## src/rtl/ffa_pkg.sv

```systemverilog
// shared types and constants of the first-fit heap allocator
// no dependencies; used by ffa_ctrl, ffa_dp and first_fit_heap_allocator
`default_nettype none

package ffa_pkg;

  localparam int REQ_W  = 13;
  localparam int ADDR_W = 32;
  localparam int LF_W   = 13;
  localparam int DATA_W = 32;

  localparam logic [LF_W-1:0] LF_MAX = 13'h1FFF;

  // operation and status codes
  localparam logic OP_ALLOC = 1'b0;
  localparam logic OP_FREE  = 1'b1;
  localparam logic ST_OK    = 1'b0;
  localparam logic ST_FAIL  = 1'b1;

  typedef struct packed {
    logic              op;
    logic [REQ_W-1:0]  req_size;
    logic [ADDR_W-1:0] free_addr;
  } in_t;

  typedef struct packed {
    logic [ADDR_W-1:0] result_addr;
    logic              status;
    logic [LF_W-1:0]   largest_free;
  } out_t;

  // datapath commands issued by the controller
  typedef enum logic [4:0] {
    CMD_NONE,
    CMD_CLR,
    CMD_LOAD,
    CMD_ARD,
    CMD_ACHK,
    CMD_AWC,
    CMD_AWD,
    CMD_PRD,
    CMD_PWR,
    CMD_FRD,
    CMD_FCHK,
    CMD_FNX,
    CMD_FPV,
    CMD_FPC,
    CMD_FZC,
    CMD_FWC,
    CMD_SRD,
    CMD_SCHK,
    CMD_OUT
  } cmd_t;

  // datapath status seen by the controller
  typedef struct packed {
    logic clr_last;
    logic op_free;
    logic fit;
    logic a_end;
    logic split;
    logic foff_ok;
    logic q_start;
    logic q_free;
    logic nx_ok;
    logic pv_ok;
    logic merged;
    logic fol_ok;
    logic s_end;
    logic out_free;
  } sts_t;

endpackage

`default_nettype wire

```

## src/rtl/ffa_ctrl.sv

```systemverilog
// controller state machine of the heap allocator: sequences clear, search,
// split, merge and rescan; depends on ffa_pkg, drives ffa_dp
`default_nettype none

module ffa_ctrl (
  input  wire logic          clk,
  input  wire logic          rst_n,
  input  wire logic          in_valid,
  input  wire ffa_pkg::sts_t sts,
  output logic               in_stall,
  output ffa_pkg::cmd_t      cmd
);

  typedef enum logic [17:0] {
    S_CLR  = 18'h00001,
    S_IDLE = 18'h00002,
    S_ARD  = 18'h00004,
    S_ACHK = 18'h00008,
    S_AWC  = 18'h00010,
    S_AWD  = 18'h00020,
    S_PRD  = 18'h00040,
    S_PWR  = 18'h00080,
    S_FRD  = 18'h00100,
    S_FCHK = 18'h00200,
    S_FNX  = 18'h00400,
    S_FPV  = 18'h00800,
    S_FPC  = 18'h01000,
    S_FZC  = 18'h02000,
    S_FWC  = 18'h04000,
    S_SRD  = 18'h08000,
    S_SCHK = 18'h10000,
    S_OUT  = 18'h20000
  } state_t;

  state_t state_r, state_nxt;

  assign in_stall = (state_r != S_IDLE);

  // next state and command
  always_comb begin
    state_nxt = state_r;
    cmd = ffa_pkg::CMD_NONE;
    case (state_r)
      S_CLR: begin
        cmd = ffa_pkg::CMD_CLR;
        if (sts.clr_last) state_nxt = S_IDLE;
      end
      S_IDLE: begin
        if (in_valid) begin
          cmd = ffa_pkg::CMD_LOAD;
          state_nxt = S_ARD;
        end
      end
      S_ARD: begin
        cmd = sts.op_free ? ffa_pkg::CMD_FRD : ffa_pkg::CMD_ARD;
        if (sts.op_free) begin
          state_nxt = sts.foff_ok ? S_FCHK : S_SRD;
        end else begin
          state_nxt = S_ACHK;
        end
      end
      S_ACHK: begin
        cmd = ffa_pkg::CMD_ACHK;
        if (sts.fit) state_nxt = S_AWC;
        else if (sts.a_end) state_nxt = S_SRD;
        else state_nxt = S_ARD;
      end
      S_AWC: begin
        cmd = ffa_pkg::CMD_AWC;
        state_nxt = sts.split ? S_AWD : S_SRD;
      end
      S_AWD: begin
        cmd = ffa_pkg::CMD_AWD;
        state_nxt = S_PRD;
      end
      S_PRD: begin
        cmd = ffa_pkg::CMD_PRD;
        state_nxt = sts.fol_ok ? S_PWR : S_SRD;
      end
      S_PWR: begin
        cmd = ffa_pkg::CMD_PWR;
        state_nxt = S_SRD;
      end
      S_FRD: begin
        cmd = ffa_pkg::CMD_FRD;
        state_nxt = sts.foff_ok ? S_FCHK : S_SRD;
      end
      S_FCHK: begin
        cmd = ffa_pkg::CMD_FCHK;
        if (!sts.q_start) state_nxt = S_SRD;
        else if (sts.nx_ok) state_nxt = S_FNX;
        else state_nxt = S_FPV;
      end
      S_FNX: begin
        cmd = ffa_pkg::CMD_FNX;
        state_nxt = S_FPV;
      end
      S_FPV: begin
        cmd = ffa_pkg::CMD_FPV;
        state_nxt = sts.pv_ok ? S_FPC : S_FWC;
      end
      S_FPC: begin
        cmd = ffa_pkg::CMD_FPC;
        state_nxt = sts.q_free ? S_FZC : S_FWC;
      end
      S_FZC: begin
        cmd = ffa_pkg::CMD_FZC;
        state_nxt = S_PRD;
      end
      S_FWC: begin
        cmd = ffa_pkg::CMD_FWC;
        state_nxt = sts.merged ? S_PRD : S_SRD;
      end
      S_SRD: begin
        cmd = ffa_pkg::CMD_SRD;
        state_nxt = S_SCHK;
      end
      S_SCHK: begin
        cmd = ffa_pkg::CMD_SCHK;
        state_nxt = sts.s_end ? S_OUT : S_SRD;
      end
      S_OUT: begin
        cmd = ffa_pkg::CMD_OUT;
        if (sts.out_free) state_nxt = S_IDLE;
      end
      default: state_nxt = S_CLR;
    endcase
  end

  // state register
  always_ff @(posedge clk) begin
    if (!rst_n) begin
      state_r <= S_CLR;
    end else begin
      state_r <= state_nxt;
    end
  end

  // a beat is taken only from idle, then work starts
  a_load_busy: assert property (@(posedge clk) disable iff (!rst_n)
    (in_valid && !in_stall) |=> (state_r == S_ARD))
    else $error("accepted beat did not start work");

  // the rescan always precedes the result
  a_out_after_scan: assert property (@(posedge clk) disable iff (!rst_n)
    (state_r == S_OUT) |-> ($past(state_r) == S_SCHK || $past(state_r) == S_OUT))
    else $error("result without rescan");

  // clearing pass only leaves to idle
  a_clr_exit: assert property (@(posedge clk) disable iff (!rst_n)
    (state_r == S_CLR && state_nxt != S_CLR) |-> sts.clr_last)
    else $error("clearing pass cut short");

endmodule

`default_nettype wire

```

## config.mk

```make
export PLATFORM = sky130hd
export DESIGN_NAME = ffa_ctrl
export DESIGN_NICKNAME = d
export VERILOG_FILES = /design/src/rtl/ffa_pkg.sv /design/src/rtl/ffa_ctrl.sv
export SDC_FILE = /design/constraint.sdc
export NUM_CORES = 1
export LEC_CHECK = 0
export BUFFER_PORTS_ARGS = -buffer_cell sky130_fd_sc_hd__buf_4
export CAP_MARGIN = 20
export CORE_ASPECT_RATIO = 1.4
export CORE_MARGIN = 2
export CORE_UTILIZATION = 45
export DETAILED_ROUTE_END_ITERATION = 10
export PLACE_DENSITY = 0.67
export SLEW_MARGIN = 20
export SYNTH_ARGS = -nofsm -noshare
export SYNTH_HDL_FRONTEND = slang
export SYNTH_SLANG_ARGS = --single-unit
```

## constraint.sdc

```tcl
create_clock -name clk -period 2.65 [get_ports clk]
set_input_delay 0.3975 -clock clk [delete_from_list [all_inputs] [get_ports clk]]
set_output_delay 0.3975 -clock clk [all_outputs]
set_load 0.01 [all_outputs]
```

==> impl_metrics.env, run 1 <==
export IMPL_end_kind="output port"
export IMPL_grt_max_degree=14
export IMPL_outcome="finished, violations left"
export IMPL_cts_htree_levels=1
export IMPL_rows=21
export IMPL_synth_cells=152
export IMPL_drc_errors=0
export IMPL_first_global_vias=1305
export IMPL_antenna_cells=0
export IMPL_criticalPathCategory="reg -> out"
export IMPL_finClkSkew_ps=6.41
export IMPL_antenna_left=0
export IMPL_cts_hold_buf=0
export IMPL_yosys_warnings=0
export IMPL_vias_per_cell=5.86
export IMPL_setup_viol=2
export IMPL_critPathLaunch="state_r[10]"
export IMPL_die_height_um=64.5
export IMPL_dp_hpwl_mm=2.79
export IMPL_slowest_delay_ps=550
export IMPL_netlist_area_leader_share_pct=28.9
export IMPL_layout_cells_non_filler=224
export IMPL_max_freq_mhz=345
export IMPL_syn2layout_area_growth_pct=33.3
export IMPL_min_from="sts[8]"
export IMPL_min_period_over_period_pct=109
export IMPL_p_leak_nw=0.697
export IMPL_slew_violations=0
export IMPL_dieArea_mm2=0.00304
export IMPL_avgSynthCellArea_um2=7.74
export IMPL_r2r_end="state_r[0]"
export IMPL_cts_root_buf="clkbuf_4"
export IMPL_gr_total_overflow=0
export IMPL_synth_edf_count=0
export IMPL_portBuffers=22
export IMPL_violations="setup timing"
export IMPL_ys_ff_latch=17
export IMPL_r2r_start="state_r[10]"
export IMPL_worstPathCellList="or4_4, or4_4, or4_4, nand4b_1, buf_4"
export IMPL_place_inst=219
export IMPL_wl_mm=3.51
export IMPL_syn_area_mm2=0.00118
export IMPL_post_drt_wl_per_cell_um=15.7
export IMPL_slew_limit_headroom_pct=71.7
export IMPL_gp_congestion=0.843
export IMPL_rsz0062_at_grt="true"
export IMPL_antenna_found_initial=0
export IMPL_yosysMostFrequentCell="dfxtp_1"
export IMPL_final_util_pct=64.2
export IMPL_cp_slowest_cell="or4_4"
export IMPL_grt_pass1_wl_mm=5.71
export IMPL_synth_flop_cell="dfxtp_1"
export IMPL_biggestRegsByFlops="state_r (17)"
export IMPL_layout_drive_gt1_share_pct=33.2
export IMPL_first_pass_iters=4
export IMPL_startpoint_type="register"
export IMPL_cp_data_arrival_time_ps=2500
export IMPL_p_per_area_mw_per_mm2=518
export IMPL_vdd_ir_drop_max_v=0.000475
export IMPL_cts_sinks=17
export IMPL_crit_end="cmd[0]"
export IMPL_fin_nets=208
export IMPL_top_level_ports=23
export IMPL_clk_pin_slew_worst_paths_ps=110
export IMPL_hold_viol=0
export IMPL_crit_required_ps=2250
export IMPL_largest_reg_flops=17
export IMPL_clock_latency_ps=300
export IMPL_synth_async_reset_ratio_pct=0
export IMPL_worst_path_max_fanout=3
export IMPL_critPathMostFrequentCell="or4_4"
export IMPL_regToRegSetupSlack_ps=370
export IMPL_tightest_slew_ps=420
export IMPL_dr_total_vias=1313
export IMPL_ys_seq_area_share_pct=28.9
export IMPL_die_w_um=47.2
export IMPL_tritoncts="done"
export IMPL_synthTopCellsByCount="17 x dfxtp_1, 14 x nand2_1, 10 x nor2_1"
export IMPL_synthDistinctLibCells=46
export IMPL_synthTopCellsByArea="dfxtp_1 29%, nand2_1 4.5%, nand2b_1 4.3%"
export IMPL_drt_iter0_drc=36
export IMPL_cts_buffers=3
export IMPL_fin_ws_ps=-251
export IMPL_cts_buffer_depth=2
export IMPL_syn_num_nets=169
export IMPL_top_register="state_r"
export IMPL_start_util_pct=48.1
export IMPL_synth_top_cell_by_area="dfxtp_1"
export IMPL_hp_class="in -> reg"
export IMPL_grt_usage_pct=25.8
export IMPL_period_needed_ps=2900
export IMPL_reg2reg_depth=5
export IMPL_core_mm2=0.00244
export IMPL_drv_cap=0
==> stage by stage <==
step                setup TNS (ps)  area [um2]  worst slack (ps)  total power, W  hold WS (ps)
floorplan                        0        1180               158        0.000505           511
global placement                 0        1480               124        0.000634           569
detailed placement               0        1480              85.9        0.000647           579
CTS                           -408        1550              -224        0.000803           336
global route                  -677        1570              -293        0.000852           345
finish                        -444        1570              -251        0.000813           330
==> power breakdown <==
group / total, W / internal [W] / switching [W]
logic: 0.000384 / 0.000193 / 0.000190
clock network: 0.000147 / 0.0000563 / 0.0000912
registers: 0.000282 / 0.000272 / 0.0000101
==> area by class of cell <==
type | count | area, um2
multi-input combinational | 121 | 825
inverter | 8 | 30.0
clock inverter | 1 | 5.00
sequential | 17 | 343
tap | 34 | 42.5
timing repair buffer | 40 | 300
fill | 246 | 876
clock buffer | 3 | 22.5
==> layer usage <==
| layer | global-route usage, % | up-vias | routed length [um] |
|---|---|---|---|
| met4 | 7.64 | 0 | 61 |
| met1 | 30.5 | 627 | 1460 |
| met2 | 45.9 | 28 | 1890 |
| li1 | - | 652 | - |
| met5 | 0 | - | 0 |
| met3 | 3.34 | 6 | 103 |
==> kinds of logic (layout without fill, tap and decap cells) <==
logic type	Yosys count	after routing	synth area share, %
flops	17	17	28.9
simple gates	84	84	42.8
buf+inv	14	52	5.11
xor+xnor	3	3	2.23
compound gates	34	34	21.0
==> worst max-delay path: cells and delay by family (launching register included) <==
family,cells,cell delay [ps]
buffers and inverters,1,130
flip-flops,1,330
AND/OR/NAND/NOR,4,1740
==> worst min path at each step <==
stage	to	slack [ps]	depth (start not counted)
after global routing	state_r[7]	340	3
after floorplan	state_r[4]	510	2
after detailed placement	state_r[13]	580	1
final	state_r[9]	330	3
after CTS	state_r[9]	340	3
after global placement	state_r[13]	570	1
==> layout by cell type (no fill, tap or decap), types with 3 or more instances in the layout <==
cell / synthesis / final
a21oi_1: 4 / 4
and2_1: 3 / 3
buf_4: 0 / 40
clkbuf_4: 0 / 3
dfxtp_1: 17 / 15
inv_1: 8 / 8
nand2_1: 14 / 14
nand2b_1: 8 / 8
nand3_1: 3 / 3
nand4_1: 3 / 3
nor2_1: 10 / 10
nor2b_1: 3 / 3
nor3_1: 7 / 7
nor4_1: 7 / 5
o21ai_0: 9 / 9
o22ai_1: 3 / 3
or2_2: 3 / 3
or4_4: 2 / 5
==> timing repair <==
| action | 4_1_cts | 5_1_grt |
|---|---|---|
| setup endpoints to repair | 4 | 5 |
| gates resized for setup | 9 | 4 |
| buffers inserted | 1 | 0 |
| pin swaps | 4 | 3 |
Power figures use the tool's default switching activity.
==> run 2: changes to the inputs <==
--- a/config.mk
+++ b/config.mk
@@ -11,7 +11,7 @@
 export CORE_MARGIN = 2
 export CORE_UTILIZATION = 45
 export DETAILED_ROUTE_END_ITERATION = 10
-export PLACE_DENSITY = 0.67
+export PLACE_DENSITY = 0.77
 export SLEW_MARGIN = 20
 export SYNTH_ARGS = -nofsm -noshare
 export SYNTH_HDL_FRONTEND = slang
==> run 2 against run 1 <==
The run still ends with setup timing left. Clock power is essentially flat. Largest power group unchanged. Critical endpoint unchanged. Critical path type unchanged. Combinational power is 5.2% higher. Sequential power about the same.
==> impl_metrics.env, run 2 (same netlist as run 1, synthesis figures left out) <==
export IMPL_first_global_vias=1386
export IMPL_fin_tns_setup_ps=-465
export IMPL_drt_iter0_drc=52
export IMPL_die_height_um=64.5
export IMPL_biggestRegsByFlops="state_r (17)"
export IMPL_switching_share_pct=37.4
export IMPL_critPathMostFrequentCell="or4_4"
export IMPL_top_register="state_r"
export IMPL_cts_root_buf="clkbuf_4"
export IMPL_rsz0062_at_grt="true"
export IMPL_slew_limit_headroom_pct=71.0
export IMPL_tritoncts="done"
export IMPL_setup_viol=3
export IMPL_grt_usage_pct=26.7
export IMPL_r2r_start="state_r[16]"
export IMPL_layout_drive_gt1_share_pct=36.1
export IMPL_cts_buffer_depth=2
export IMPL_final_cell_mix="44 x buf_4, 16 x dfxtp_1, 13 x nand2_1"
export IMPL_dr_total_vias=1400
export IMPL_end_kind="output port"
export IMPL_period_needed_ps=2870
export IMPL_fill_cells=211
export IMPL_regToRegSetupSlack_ps=370
export IMPL_startpoint_type="register"
export IMPL_p_seq_share_pct=33.8
export IMPL_grt_max_degree=14
export IMPL_slew_violations=0
export IMPL_cts_sinks=17
export IMPL_final_common_cell="buf_4"
export IMPL_hold_end="state_r[7]"
export IMPL_hp_class="in -> reg"
export IMPL_syn2layout_area_growth_pct=37.8
export IMPL_fin_nets=212
export IMPL_grt_pass1_wl_mm=6.10
export IMPL_rows=21
export IMPL_antenna_cells=0
export IMPL_clk_pin_slew_worst_paths_ps=120
export IMPL_cp_data_arrival_time_ps=2480
export IMPL_worstPathCellList="or4_4, or4_4, or4_4, nand4b_1, buf_4"
export IMPL_criticalPathCategory="reg -> out"
export IMPL_vdd_ir_drop_max_v=0.000620
export IMPL_min_path_cells=3
export IMPL_die_w_um=47.2
export IMPL_finClkSkew_ps=14.8
export IMPL_switchingPower_w=0.000312
export IMPL_hold_viol=0
export IMPL_tightest_slew_ps=432
export IMPL_cts_htree_levels=1
export IMPL_first_pass_iters=4
export IMPL_final_util_pct=66.3
export IMPL_largest_reg_flops=17
export IMPL_drc_errors=0
export IMPL_pwr_share_comb_pct=48.3
export IMPL_max_freq_mhz=348
export IMPL_cts_hold_buf=0
export IMPL_gp_congestion=0.909
export IMPL_outcome="finished, violations left"
export IMPL_crit_required_ps=2250
export IMPL_gr_total_overflow=0
export IMPL_top_level_ports=23
export IMPL_wl_mm=3.71
export IMPL_dp_hpwl_mm=2.63
export IMPL_r2r_end="state_r[0]"
export IMPL_intPower_w=0.000524
export IMPL_clock_latency_ps=300
export IMPL_drv_cap=0
export IMPL_antenna_left=0
export IMPL_dieArea_mm2=0.00304
export IMPL_post_drt_wl_per_cell_um=16.3
export IMPL_vias_per_cell=6.14
export IMPL_worst_path_max_fanout=2
export IMPL_pwr_share_clk_pct=18.0
export IMPL_min_period_over_period_pct=108
export IMPL_cp_slowest_cell="or4_4"
export IMPL_core_mm2=0.00244
export IMPL_min_from="sts[2]"
export IMPL_p_leak_nw=0.721
export IMPL_cts_buffers=3
export IMPL_p_per_area_mw_per_mm2=516
export IMPL_reg2reg_depth=10
export IMPL_violations="setup timing"
export IMPL_portBuffers=22
export IMPL_slowest_delay_ps=540
export IMPL_antenna_found_initial=0
export IMPL_fin_ws_ps=-223
export IMPL_start_util_pct=48.1
[run 2: how the worst max path moves through the flow]
stage                           start      to  slack, ps  cells past startpoint
after floorplan           state_r[13]  cmd[0]        160                      5
after global placement    state_r[10]  cmd[0]        130                      5
after detailed placement   state_r[4]  cmd[0]        100                      5
after CTS                 state_r[16]  cmd[0]       -180                      5
after global routing      state_r[16]  cmd[0]       -270                      5
final                     state_r[16]  cmd[0]       -220                      5
[run 2: final cells by class]
cell class,instances,area (um2),share of cell area [%]
clock buffer,3,22.5,1.39
multi-input combinational,121,848,52.4
tap,34,42.5,2.63
timing repair buffer,44,330,20.4
inverter,8,30.0,1.85
clock inverter,1,5.00,0.309
sequential,17,342,21.1
[run 2: power by group through the flow]
stage	Combinational, W	Clock, W	Sequential [W]
floorplan	0.000224	0	0.000281
global placement	0.000340	0	0.000285
detailed placement	0.000349	0	0.000286
CTS	0.000369	0.000145	0.000280
global route	0.000437	0.000162	0.000283
finish	0.000404	0.000150	0.000282
[run 2: worst max-delay path, delay by kind of cell (launching register included)]
family        cells  cell delay (ps)
simple gates      4             1710
flops             1              340
buf+inv           1              130
[run 2: stage by stage]
| step | total power (W) | instance area [um2] | std cells | setup WS (ps) | hold slack, ps |
|---|---|---|---|---|---|
| after floorplan | 0.000505 | 1180 | 152 | 158 | 511 |
| after global placement | 0.000625 | 1470 | 217 | 132 | 571 |
| after detailed placement | 0.000636 | 1470 | 217 | 95.1 | 564 |
| after CTS | 0.000795 | 1560 | 225 | -185 | 331 |
| after global routing | 0.000882 | 1620 | 228 | -269 | 333 |
| final | 0.000836 | 1620 | 228 | -223 | 317 |
[run 2: per-layer routing]
| layer | global-route usage [%] | part of all wire [%] |
|---|---|---|
| met1 | 31.9 | 39 |
| met2 | 45.2 | 53 |
| met4 | 12.8 | 2.9 |
| met5 | 0 | 0 |
| met3 | 2.79 | 5.8 |
[run 2: what timing repair did]
| item | 4_1_cts | 5_1_grt |
|---|---|---|
| resized for setup | 8 | 9 |
| pin swaps | 4 | 2 |
| setup buffers | 4 | 3 |
| endpoints found under the hold margin | 0 | 0 |
| gates cloned | 0 | 0 |
| endpoints found under the setup margin | 4 | 5 |
